===== src/deq_pkg.sv =====
// ----------------------------------------------------------------------------
// deq_pkg: shared types and constants for the double-ended queue
// Action and status codes and the fixed field widths of both channels.
// ----------------------------------------------------------------------------
package deq_pkg;

  // Field widths of the command and response items
  localparam int ACT_W    = 3;
  localparam int VALUE_W  = 32;
  localparam int STATUS_W = 2;
  localparam int OCC_W    = 7;

  // Compact drops every entry whose 1-based position is a multiple of this
  localparam int DROP_EVERY = 3;
  localparam logic [1:0] PHASE_LAST = 2'(DROP_EVERY - 1);

  typedef enum logic [ACT_W-1:0] {
    ACT_PUSH_BACK  = 3'd0,
    ACT_PUSH_FRONT = 3'd1,
    ACT_POP_BACK   = 3'd2,
    ACT_POP_FRONT  = 3'd3,
    ACT_CLEAR      = 3'd4,
    ACT_COMPACT    = 3'd5
  } action_t;

  typedef enum logic [STATUS_W-1:0] {
    ST_OK    = 2'd0,
    ST_EMPTY = 2'd1,
    ST_FULL  = 2'd2
  } status_t;

endpackage


===== src/deq_cmd_if.sv =====
// ----------------------------------------------------------------------------
// deq_cmd_if: command channel of the double-ended queue
// Valid/ready handshake carrying the action code and the word to push.
// ----------------------------------------------------------------------------
interface deq_cmd_if;
  import deq_pkg::*;

  logic                      valid;
  logic                      ready;
  logic        [ACT_W-1:0]   action;
  logic signed [VALUE_W-1:0] value;

  modport source (output valid, action, value, input ready);
  modport sink   (input valid, action, value, output ready);
endinterface


===== src/deq_rsp_if.sv =====
// ----------------------------------------------------------------------------
// deq_rsp_if: response channel of the double-ended queue
// Valid/ready handshake carrying the popped word, status and occupancy.
// ----------------------------------------------------------------------------
interface deq_rsp_if;
  import deq_pkg::*;

  logic                       valid;
  logic                       ready;
  logic signed [VALUE_W-1:0]  popped_word;
  logic        [STATUS_W-1:0] status;
  logic        [OCC_W-1:0]    occupancy;
  logic                       is_empty;

  modport source (output valid, popped_word, status, occupancy, is_empty, input ready);
  modport sink   (input valid, popped_word, status, occupancy, is_empty, output ready);
endinterface


===== src/deq_ram.sv =====
// ----------------------------------------------------------------------------
// deq_ram: ring store of the double-ended queue
// One write port and one read port, read data registered.
// ----------------------------------------------------------------------------
module deq_ram #(
  parameter int DEPTH     = 64,
  parameter int WORD_BITS = 32
) (
  input  logic                         clk,
  input  logic                         wr_en,
  input  logic [$clog2(DEPTH)-1:0]     wr_addr,
  input  logic [WORD_BITS-1:0]         wr_data,
  input  logic                         rd_en,
  input  logic [$clog2(DEPTH)-1:0]     rd_addr,
  output logic [WORD_BITS-1:0]         rd_data
);

  logic [WORD_BITS-1:0] mem [DEPTH];

  // Write port
  always_ff @(posedge clk) begin
    if (wr_en) begin
      mem[wr_addr] <= wr_data;
    end
  end

  // Registered read port
  always_ff @(posedge clk) begin
    if (rd_en) begin
      rd_data <= mem[rd_addr];
    end
  end

endmodule


===== src/double_ended_queue.sv =====
// ----------------------------------------------------------------------------
// double_ended_queue: bounded double-ended queue in a ring store
// Push and pop at both ends, clear, and compact (drops every third entry
// counted from the back end), one response item per command item.
// ----------------------------------------------------------------------------
//  channel  dir  handshake    payload
//  cmd      in   valid/ready  action, value
//  rsp      out  valid/ready  popped_word, status, occupancy, is_empty
//
//  Push, clear, no-op and refused items and compacts on under three entries
//  go straight to the result state; good pops first wait for the registered
//  store read; larger compacts move one entry per cycle via the store ports.
//  cmd.ready is high only while the sequencer is idle; a finished response
//  waits in the output register, so a stalled rsp holds up at most one item.
//  Synchronous reset empties the queue; the store contents are not cleared.
// ----------------------------------------------------------------------------
module double_ended_queue #(
  parameter int DEPTH     = 64,
  parameter int WORD_BITS = 32
) (
  input logic      clk,
  input logic      rst,
  deq_cmd_if.sink  cmd,
  deq_rsp_if.source rsp
);
  import deq_pkg::*;

  localparam int AW = $clog2(DEPTH);
  localparam int CW = $clog2(DEPTH + 1);
  localparam logic [AW-1:0] POS_LAST   = AW'(DEPTH - 1);
  localparam logic [CW-1:0] COUNT_FULL = CW'(DEPTH);
  localparam logic [CW:0]   RING_SIZE  = (CW + 1)'(DEPTH);

  typedef enum logic [3:0] {
    S_IDLE = 4'b0001,
    S_POP  = 4'b0010,
    S_CMP  = 4'b0100,
    S_OUT  = 4'b1000
  } state_t;

  function automatic logic [AW-1:0] ring_inc(input logic [AW-1:0] p);
    ring_inc = (p == POS_LAST) ? '0 : p + AW'(1);
  endfunction

  state_t               state, state_next;
  logic [AW-1:0]        back, back_next;
  logic [CW-1:0]        count, count_next;
  logic [AW-1:0]        src_pos, src_pos_next;
  logic [AW-1:0]        dst_pos, dst_pos_next;
  logic [CW-1:0]        k_cnt, k_cnt_next;
  logic [CW-1:0]        kept, kept_next;
  logic [1:0]           phase, phase_next;
  logic                 pend, pend_next;
  logic                 pend_keep, pend_keep_next;
  logic [WORD_BITS-1:0] res_word, res_word_next;
  status_t              res_status, res_status_next;
  logic                 out_valid;
  logic                 load;
  logic                 cmp_last;

  logic                 wr_en, rd_en;
  logic [AW-1:0]        wr_addr, rd_addr;
  logic [WORD_BITS-1:0] wr_data, rd_data;

  logic [WORD_BITS-1:0] word_in;
  logic [CW-1:0]        ring_off;
  logic [CW:0]          ring_sum;
  logic [AW-1:0]        ring_pos;
  logic [AW-1:0]        back_dec;
  logic                 is_full, is_none;

  deq_ram #(.DEPTH(DEPTH), .WORD_BITS(WORD_BITS)) u_ram (
    .clk     (clk),
    .wr_en   (wr_en),
    .wr_addr (wr_addr),
    .wr_data (wr_data),
    .rd_en   (rd_en),
    .rd_addr (rd_addr),
    .rd_data (rd_data)
  );

  // Shared ring adder: back + offset modulo DEPTH
  assign ring_off = (cmd.action == ACT_POP_FRONT) ? count - CW'(1) : count;
  always_comb begin
    ring_sum = (CW + 1)'(back) + (CW + 1)'(ring_off);
    if (ring_sum >= RING_SIZE) begin
      ring_sum = ring_sum - RING_SIZE;
    end
    ring_pos = AW'(ring_sum);
  end

  assign back_dec = (back == '0) ? POS_LAST : back - AW'(1);
  assign word_in  = WORD_BITS'($unsigned(cmd.value));
  assign is_full  = (count >= COUNT_FULL);
  assign is_none  = (count == '0);
  assign cmp_last = (state == S_CMP) && (k_cnt == count);
  assign cmd.ready = (state == S_IDLE);

  // Sequencer
  always_comb begin
    state_next      = state;
    back_next       = back;
    count_next      = count;
    src_pos_next    = src_pos;
    dst_pos_next    = dst_pos;
    k_cnt_next      = k_cnt;
    kept_next       = kept;
    phase_next      = phase;
    pend_next       = pend;
    pend_keep_next  = pend_keep;
    res_word_next   = res_word;
    res_status_next = res_status;
    wr_en           = 1'b0;
    wr_addr         = dst_pos;
    wr_data         = rd_data;
    rd_en           = 1'b0;
    rd_addr         = src_pos;
    load            = 1'b0;
    case (state)
      S_IDLE: begin
        if (cmd.valid) begin
          res_word_next   = '0;
          res_status_next = ST_OK;
          state_next      = S_OUT;
          case (cmd.action)
            ACT_PUSH_BACK: begin
              if (is_full) begin
                res_status_next = ST_FULL;
              end else begin
                back_next  = back_dec;
                wr_en      = 1'b1;
                wr_addr    = back_dec;
                wr_data    = word_in;
                count_next = count + CW'(1);
              end
            end
            ACT_PUSH_FRONT: begin
              if (is_full) begin
                res_status_next = ST_FULL;
              end else begin
                wr_en      = 1'b1;
                wr_addr    = ring_pos;
                wr_data    = word_in;
                count_next = count + CW'(1);
              end
            end
            ACT_POP_BACK: begin
              if (is_none) begin
                res_status_next = ST_EMPTY;
              end else begin
                rd_en      = 1'b1;
                rd_addr    = back;
                back_next  = ring_inc(back);
                count_next = count - CW'(1);
                state_next = S_POP;
              end
            end
            ACT_POP_FRONT: begin
              if (is_none) begin
                res_status_next = ST_EMPTY;
              end else begin
                rd_en      = 1'b1;
                rd_addr    = ring_pos;
                count_next = count - CW'(1);
                state_next = S_POP;
              end
            end
            ACT_CLEAR: begin
              count_next = '0;
              back_next  = '0;
            end
            ACT_COMPACT: begin
              if (count >= CW'(DROP_EVERY)) begin
                src_pos_next = back;
                dst_pos_next = back;
                k_cnt_next   = '0;
                kept_next    = '0;
                phase_next   = '0;
                pend_next    = 1'b0;
                state_next   = S_CMP;
              end
            end
            default: ;
          endcase
        end
      end
      S_POP: begin
        res_word_next = rd_data;
        state_next    = S_OUT;
      end
      S_CMP: begin
        // write back the entry read last cycle unless it is dropped
        if (pend && pend_keep) begin
          wr_en        = 1'b1;
          dst_pos_next = ring_inc(dst_pos);
          kept_next    = kept + CW'(1);
        end
        // read the next entry, or finish
        if (!cmp_last) begin
          rd_en          = 1'b1;
          src_pos_next   = ring_inc(src_pos);
          k_cnt_next     = k_cnt + CW'(1);
          pend_next      = 1'b1;
          pend_keep_next = (phase != PHASE_LAST);
          phase_next     = (phase == PHASE_LAST) ? '0 : phase + 2'd1;
        end else begin
          pend_next  = 1'b0;
          count_next = kept_next;
          state_next = S_OUT;
        end
      end
      S_OUT: begin
        if (!out_valid || rsp.ready) begin
          load       = 1'b1;
          state_next = S_IDLE;
        end
      end
      default: state_next = S_IDLE;
    endcase
  end

  // Control state
  always_ff @(posedge clk) begin
    if (rst) begin
      state     <= S_IDLE;
      back      <= '0;
      count     <= '0;
      pend      <= 1'b0;
      out_valid <= 1'b0;
    end else begin
      state <= state_next;
      back  <= back_next;
      count <= count_next;
      pend  <= pend_next;
      if (load) begin
        out_valid <= 1'b1;
      end else if (rsp.ready) begin
        out_valid <= 1'b0;
      end
    end
  end

  // Work registers
  always_ff @(posedge clk) begin
    src_pos    <= src_pos_next;
    dst_pos    <= dst_pos_next;
    k_cnt      <= k_cnt_next;
    kept       <= kept_next;
    phase      <= phase_next;
    pend_keep  <= pend_keep_next;
    res_word   <= res_word_next;
    res_status <= res_status_next;
  end

  // Output register
  always_ff @(posedge clk) begin
    if (load) begin
      rsp.popped_word <= VALUE_W'(res_word);
      rsp.status      <= res_status;
      rsp.occupancy   <= OCC_W'(count);
      rsp.is_empty    <= is_none;
    end
  end

  assign rsp.valid = out_valid;

  // Checks
  a_count_bound: assert property (@(posedge clk) disable iff (rst)
    count <= COUNT_FULL)
    else $error("entry count above store depth");

  a_pop_reads: assert property (@(posedge clk) disable iff (rst)
    (cmd.valid && cmd.ready && !is_none &&
     (cmd.action == ACT_POP_BACK || cmd.action == ACT_POP_FRONT)) |=> state == S_POP)
    else $error("pop did not wait for store read");

  a_compact_shrinks: assert property (@(posedge clk) disable iff (rst)
    cmp_last |=> count <= $past(count))
    else $error("compact grew the queue");

  a_out_from_seq: assert property (@(posedge clk) disable iff (rst)
    $rose(out_valid) |-> $past(state == S_OUT))
    else $error("response item appeared outside result state");

  a_back_range: assert property (@(posedge clk) disable iff (rst)
    back <= POS_LAST)
    else $error("back position outside ring");

endmodule


===== src/flat_wrapper.sv =====
// flat-port wrapper written by rule: the top's interface ports become plain ports
module double_ended_queue_flat import deq_pkg::*;
#(
  parameter int DEPTH     = 64,
  parameter int WORD_BITS = 32
)
  (clk, rst, cmd_valid, cmd_action, cmd_value, cmd_ready, rsp_valid, rsp_popped_word, rsp_status, rsp_occupancy, rsp_is_empty, rsp_ready);
  deq_cmd_if cmd_i ();
  deq_rsp_if rsp_i ();
  input logic clk;
  input logic rst;
  input wire logic [$bits(cmd_i.valid)-1:0] cmd_valid;
  input wire logic [$bits(cmd_i.action)-1:0] cmd_action;
  input wire logic [$bits(cmd_i.value)-1:0] cmd_value;
  output wire logic [$bits(cmd_i.ready)-1:0] cmd_ready;
  output wire logic [$bits(rsp_i.valid)-1:0] rsp_valid;
  output wire logic [$bits(rsp_i.popped_word)-1:0] rsp_popped_word;
  output wire logic [$bits(rsp_i.status)-1:0] rsp_status;
  output wire logic [$bits(rsp_i.occupancy)-1:0] rsp_occupancy;
  output wire logic [$bits(rsp_i.is_empty)-1:0] rsp_is_empty;
  input wire logic [$bits(rsp_i.ready)-1:0] rsp_ready;
  assign cmd_i.valid = cmd_valid;
  assign cmd_i.action = cmd_action;
  assign cmd_i.value = cmd_value;
  assign cmd_ready = cmd_i.ready;
  assign rsp_valid = rsp_i.valid;
  assign rsp_popped_word = rsp_i.popped_word;
  assign rsp_status = rsp_i.status;
  assign rsp_occupancy = rsp_i.occupancy;
  assign rsp_is_empty = rsp_i.is_empty;
  assign rsp_i.ready = rsp_ready;
  double_ended_queue #(.DEPTH(DEPTH), .WORD_BITS(WORD_BITS)) u_core (.clk(clk), .rst(rst), .cmd(cmd_i), .rsp(rsp_i));
endmodule

===== config.mk =====
export PLATFORM = sky130hd
export DESIGN_NAME = double_ended_queue_flat
export DESIGN_NICKNAME = d
export VERILOG_FILES = /design/src/deq_pkg.sv /design/src/deq_cmd_if.sv /design/src/deq_rsp_if.sv /design/src/deq_ram.sv /design/src/double_ended_queue.sv /design/src/flat_wrapper.sv
export SDC_FILE = /design/constraint.sdc
export NUM_CORES = 2
export LEC_CHECK = 0
export ABC_AREA = 1
export BUFFER_PORTS_ARGS = -buffer_cell sky130_fd_sc_hd__buf_2
export CORE_MARGIN = 4
export CORE_UTILIZATION = 40
export CTS_CLUSTER_DIAMETER = 100
export DETAILED_ROUTE_END_ITERATION = 6
export SLEW_MARGIN = 5
export SYNTH_ARGS = -nofsm -noshare
export SYNTH_HDL_FRONTEND = slang
export SYNTH_SLANG_ARGS = --single-unit

===== constraint.sdc =====
create_clock -name clk -period 5.43 [get_ports clk]
set_input_delay 0.2715 -clock clk [delete_from_list [all_inputs] [get_ports clk]]
set_output_delay 0.2715 -clock clk [all_outputs]
set_load 0.02 [all_outputs]

# ---- After elaboration in Yosys (flattened, before gate mapping)
# Memory sizes are Yosys's and may differ from the RTL's. A register that Yosys moved wholly into a read port is not among the register bits.
# Index checks and enable logic that the tools add are counted.
dict set report totals {
  in_bits 39
  latchBits 0
  output_inout_bits 44
  memories 1
  romBits 0
  ram_bits 2048
  ff_bits 124
}
dict set report op_classes {
  order_cmp 3
  bitwise_logic 1
  n_div 0
  eq_ne 27
  shifts 0
  n_reduce_logical 22
  mul 0
  add_sub_neg 11
  mux 81
}
# name words word_bits read_ports rd_ports_with_merged_regs write_ports line
set mem_list {}
lappend mem_list {u_core.u_ram.mem 64 32 1 1 1 deq_ram.sv:18} ;# logic [WORD_BITS-1:0] mem [DEPTH];
# cell n
set op_table {}
lappend op_table {{$mux W32} 5}
lappend op_table {{$mux W6} 20}
lappend op_table {{$mux W7} 10}
lappend op_table {{$pmux W32 S2} 1}
lappend op_table {{$pmux W6 S2} 4}
lappend op_table {{$pmux W7 S2} 3}
lappend op_table {{$add A7 B1 Y7 const B} 3}
lappend op_table {{$pmux W7 S3} 1}
lappend op_table {{$mux W4} 5}
lappend op_table {{$add A6 B1 Y6 const B} 3}
lappend op_table {{$eq A6 B6 Y1 const B} 3}
lappend op_table {{$mux W1} 18}
lappend op_table {{$pmux W6 S3} 1}
lappend op_table {{$pmux W4 S4} 1}
lappend op_table {{$reduce_and A5 Y1} 3}
lappend op_table {{$mux W2} 6}
lappend op_table {{$ne A2 B2 Y1 const B} 6}
lappend op_table {{$sub A6 B1 Y6 const B} 2}
lappend op_table {{$add A6 B7 Y8} 1}
lappend op_table {{$ge A8 B7 Y1 const B} 1}
lappend op_table {{$ne A2 B1 Y1 const B} 4}
lappend op_table {{$pmux W2 S2} 2}
lappend op_table {{$pmux W4 S2} 1}
lappend op_table {{$eq A7 B7 Y1} 1}
lappend op_table {{29 further kinds} 40}

# ---- Logic depth before layout (Yosys ltp)
dict set report depth {
  word_depth 9
  depth_mapped 21
  mapped_depth_nobuf 18
}

# ---- Cells and area by module
# Synthesis repeated with hierarchy kept, for this count alone.
dict set report unflattened {
  hier_cells 7521
  area_unflattened_um2 89724.8
}
# module n_inst cells_per_inst area_each_um2
set by_module_without_submodules {}
lappend by_module_without_submodules {deq_ram 1 6785 83106.0}
lappend by_module_without_submodules {double_ended_queue 1 736 6618.8}

# ---- Least setup slack after synthesis
# Ideal clock, no wire load.
dict set report synth_path {
  kind {flip-flop to flip-flop}
  from {register u_core.state[3]}
  to {memory u_core.u_ram.mem[0][0], data pin}
  n_path_buf 3
  path_stages_with_launch 12
  synth_period_minus_slack_ns 4.603
  setup_slack_ns 0.827
  required_time_ns 4.728
  arrival_time_ns 3.901
  path_cell_list {dfxtp_1 > nor2_1 > nand2_2 > nor2_2 > inv_2 > nor2_2 > inv_1 > nor2_1 > buf_4 > buf_2 > buf_1 > o21ai_0}
}
dict set report synth_between {
  elab_chain_cells 2
}
# element line
set synth_lines {}
lappend synth_lines {{from (decl)} double_ended_queue.sv:45} ;# state_t state, state_next;
lappend synth_lines {{from (signal assigned)} double_ended_queue.sv:231} ;# state <= state_next;
lappend synth_lines {{$eq A4 B1 Y1} double_ended_queue.sv:119} ;# case (state)
lappend synth_lines {{$mux W32} double_ended_queue.sv:119}
lappend synth_lines {{net u_core.u_ram.wr_data[0]} deq_ram.sv:12} ;# input logic [WORD_BITS-1:0] wr_data,
lappend synth_lines {{to (decl)} deq_ram.sv:18}
# The timed path passes the listed nets, and every way through them passes these cells.

# ---- Worst setup path after layout
dict set report layout_path {
  from {register u_core.count[0]}
  to {register u_core.u_ram.rd_data[9], read port of u_core.u_ram.mem, data pin}
}
dict set report layout_between {
  elab_chain_cells 9
  word_cells_on_any_way 19
  cone_classes {add/sub (3); order compare (1); eq/ne (1); mux (12); reduce/logical (2)}
}
# element line
set layout_lines {}
lappend layout_lines {{from (decl)} double_ended_queue.sv:47} ;# logic [CW-1:0] count, count_next;
lappend layout_lines {{from (signal assigned)} double_ended_queue.sv:233} ;# count <= count_next;
lappend layout_lines {{$sub A7 B1 Y7} double_ended_queue.sv:83} ;# assign ring_off = (cmd.action == ACT_POP_FRONT) ? count - CW'(1) : count;
lappend layout_lines {{$mux W7} double_ended_queue.sv:83}
lappend layout_lines {{$add A6 B7 Y8} double_ended_queue.sv:85} ;# ring_sum = (CW + 1)'(back) + (CW + 1)'(ring_off);
lappend layout_lines {{$ge A8 B7 Y1 / $sub A6 B1 Y6 (equally long branches)} {double_ended_queue.sv:86, double_ended_queue.sv:87}}
lappend layout_lines {{$mux W6} double_ended_queue.sv:86} ;# if (ring_sum >= RING_SIZE) begin
lappend layout_lines {{$mux W6} double_ended_queue.sv:159} ;# if (is_none) begin
lappend layout_lines {{$pmux W6 S2} double_ended_queue.sv:125} ;# case (cmd.action)
lappend layout_lines {{$mux W6} double_ended_queue.sv:121} ;# if (cmd.valid) begin
lappend layout_lines {{$mux W6} double_ended_queue.sv:119}
lappend layout_lines {{to (decl)} deq_ram.sv:15} ;# output logic [WORD_BITS-1:0] rd_data
# Parallel ways exist; a longest one is shown, timed or not.
# A chain may end at the register's enable or synchronous reset.

==> metrics.yaml <==
wirelength_microns: 304000
synth_top_cells_by_area: "edfxtp_1, nand3_1, nand3b_1, nand2_1, inv_1"
synth_edf_count: 2185
fin_crit_ns: 4.98
drt-pass1-iter-count: 7
grt_pass1_wl_microns: 439000
cellPowerDensity_nw_per_um2: 551
root_buffer: "clkbuf_16"
pwr-share-comb: 0.403
period_share: 0.917
clock-sinks: 2204
ir_drop_mv: 0.608
relSlewSlack: 0.119
gp_congestion: 0.912
drc: 23
cts_max_path_buffers: 3
ys.warnings.count: 0
cts_resized: 0
clock.fmax_mhz: 201
synth_commonest_cells: "edfxtp_1, nand3_1, nand2_1"
numCtsBuffers: 227
synth.avg_cell_area_sq_um: 11.1
crit_type: "reg2reg"
ios: 83
drtAntennaViolNets: 0
yosysSeqAreaShare: 0.680
drv_slew: 0
path_max_fanout: 88
startpoint_type: "flip-flop"
dieHeight_microns: 501
io_buffers: 82
cts_tree: "built"
start_util: 0.403
tightest_slew_ns: 1.32
fill_cells: 21700
rows: 180
viasPerCell: 5.51
grt_max_degree: 180
coreArea_sq_um: 241000
yosysUniqueCellTypes: 48
power.switching_mw: 25.3
placed_area_sq_um: 103000
drtIter0Drc: 8550
grt_pass1_vias: 63400
hpwlAfterDp_microns: 174000
grt_usage: 0.236
cp.required_ns: 6.04
multiInputGateArea_sq_um: 24600
clkLatencyLatePin_ns: 0.90
drive_above_1_share: 0.0930
worstHoldPathType: "in2reg"
yosys.cell_count.top_type: "edfxtp_1"
swShare: 0.414
finalClockSkew_ns: 0.0663
routedWlPerCell_microns: 25.0
synth.net_count: 8776
clk_pin_slew_ns: 0.06
finalNetCount: 8838
area_delta_synth_final_pct: 13.9
synth_top_area_share: 0.676
stdcell_area_sq_um: 111000
min_delay_path_depth: 3
die_area_sq_um: 251000
p_int_mw: 35.7
pwr-share-clk: 0.252
ys_seq_elements: 2204
htree_num_levels: 4
async_flop_share: 0
ff_latch_area_sq_um: 66000
maxCapViolations: 0
setup_tns_ns: 0
outcome: "finished, violations left"
post_cts_buffers: 0
leakage_nw: 42.4
syn-cell-area_sq_um: 97100
worst_r2r_path_depth: 17
setup_viol: 0
hold_viol: 0
violations: "DRC"
crit_arrival_ns: 5.59
grt_overflow: 0
rsz0062_at_grt: "false"
endpoint_kind: "flip-flop"
p_seq_frac: 0.346
antenna_found_initial: 12
die_x_microns: 501
synth.largest_area_cell: "edfxtp_1"
via_count: 66900
netlist_instances: 8720
ys.flop_type: "edfxtp_1"
## power by group through the flow
| stage | logic (mW) | clock network [mW] | registers [mW] |
|---|---|---|---|
| after floorplan | 13.9 | 0 | 21.6 |
| after global placement | 24.0 | 0 | 21.4 |
| after detailed placement | 24.1 | 0 | 21.4 |
| after CTS | 24.2 | 15.5 | 21.1 |
| after global routing | 26.1 | 16.2 | 21.1 |
| final | 24.6 | 15.3 | 21.1 |
## cell usage in the layout, fill, tap and decap left out, types with 19 or more instances in the layout
cell type  Yosys  routed
clkinv_2       1      46
edfxtp_1    2185    2185
nor2_4         2      68
clkbuf_16      0     228
dfxtp_1       19      19
a21oi_1       32      32
buf_12         0      95
nand2_1     1505    1503
clkinv_1       2      61
nor2_1       169     103
o21ai_0       66      33
nand3_1     2018    2017
nand3b_1     768     768
clkbuf_1     108      46
o21ai_4        0      34
inv_1       1262    1261
buf_2        414      82
buf_4          8     205
## layer usage
metal  share of wire  GRT usage
met5        0.000043          0
met1            0.41      0.330
met3            0.10     0.0504
met4           0.038     0.0855
met2            0.45      0.365
## flip-flops by register name, summed over array words and instances (netlist names), 4 cells and up
register and flops:
u_core.dst_pos 6, u_core.kept 7, u_core.count 7, u_core.state 4
u_core.u_ram.rd_data 32, u_core.u_ram.mem 2048, u_core.k_cnt 7, u_core.rsp.popped_word 32
u_core.res_word 32, u_core.back 6, u_core.rsp.occupancy 7, u_core.src_pos 6
## layout make-up
class / instances / share of cell area
flip-flops and latches: 2204 / 0.597
clock inverters: 141 / 0.0122
repair buffers: 390 / 0.0355
inverters: 1276 / 0.0436
diodes: 1 / 0.0000226
clock buffers: 277 / 0.0535
well taps: 3185 / 0.0360
multi-input cells: 4683 / 0.222
## worst paths after layout
kind	from	end	slack, ns
max	u_core.count[0]	u_core.u_ram.rd_data[9]	0.45
min	cmd_value[3]	u_core.u_ram.mem[55][3]	0.05
max reg2reg	u_core.count[0]	u_core.u_ram.rd_data[9]	0.45
min reg2reg	u_core.res_word[24]	u_core.rsp.popped_word[24]	0.37
## stage by stage
stage | utilization | total power, mW | instances | worst slack (ns) | hold slack (ns)
6_report | 0.459 | 61.0 | 12200 | 0.450 | 0.0492
2_1_floorplan | - | 35.4 | 8720 | 0.827 | 0.400
5_1_grt | 0.459 | 63.4 | 12200 | 0.215 | 0.0545
3_5_place_dp | 0.429 | 45.5 | 11700 | 0.467 | 0.406
3_3_place_gp | 0.429 | 45.4 | 11700 | 0.399 | 0.403
4_1_cts | 0.459 | 60.8 | 12200 | 0.564 | 0.00608
## timing repair
action | 4_1_cts | 5_1_grt
hold buffers | 8 | 0
hold endpoints to repair | 47 | 0
endpoints found under the setup margin | 0 | 0
## worst max-delay path, stage by stage (launching register included)
cell and delay (ns):
dfxtp_1 0.42, inv_1 0.17, ha_1 0.36, o21ai_0 0.32, fa_1 0.52, inv_1 0.08, nor2_1 0.05, nor2_1 0.12
nand3_1 0.20, nand2_8 0.37, inv_16 0.24, buf_12 0.31, nand3_1 0.10, nand3_1 0.11, nand3_1 0.21, nand3_1 0.33
nand3_1 0.56, nand2_1 0.11
## logic make-up (layout without fill, tap and decap cells)
family | count (synthesis) | after routing | share of synthesized area
and+or+nand+nor | 4505 | 4505 | 0.231
buffers and inverters | 1833 | 2084 | 0.0766
adders and majority gates | 17 | 17 | 0.00227
xor gates and xnor gates | 20 | 20 | 0.00180
other | 0 | 1 | 0
DFF | 2204 | 2204 | 0.680
AOI/OAI and AO/OA | 141 | 141 | 0.00822
(Power assumes the default switching activity.)
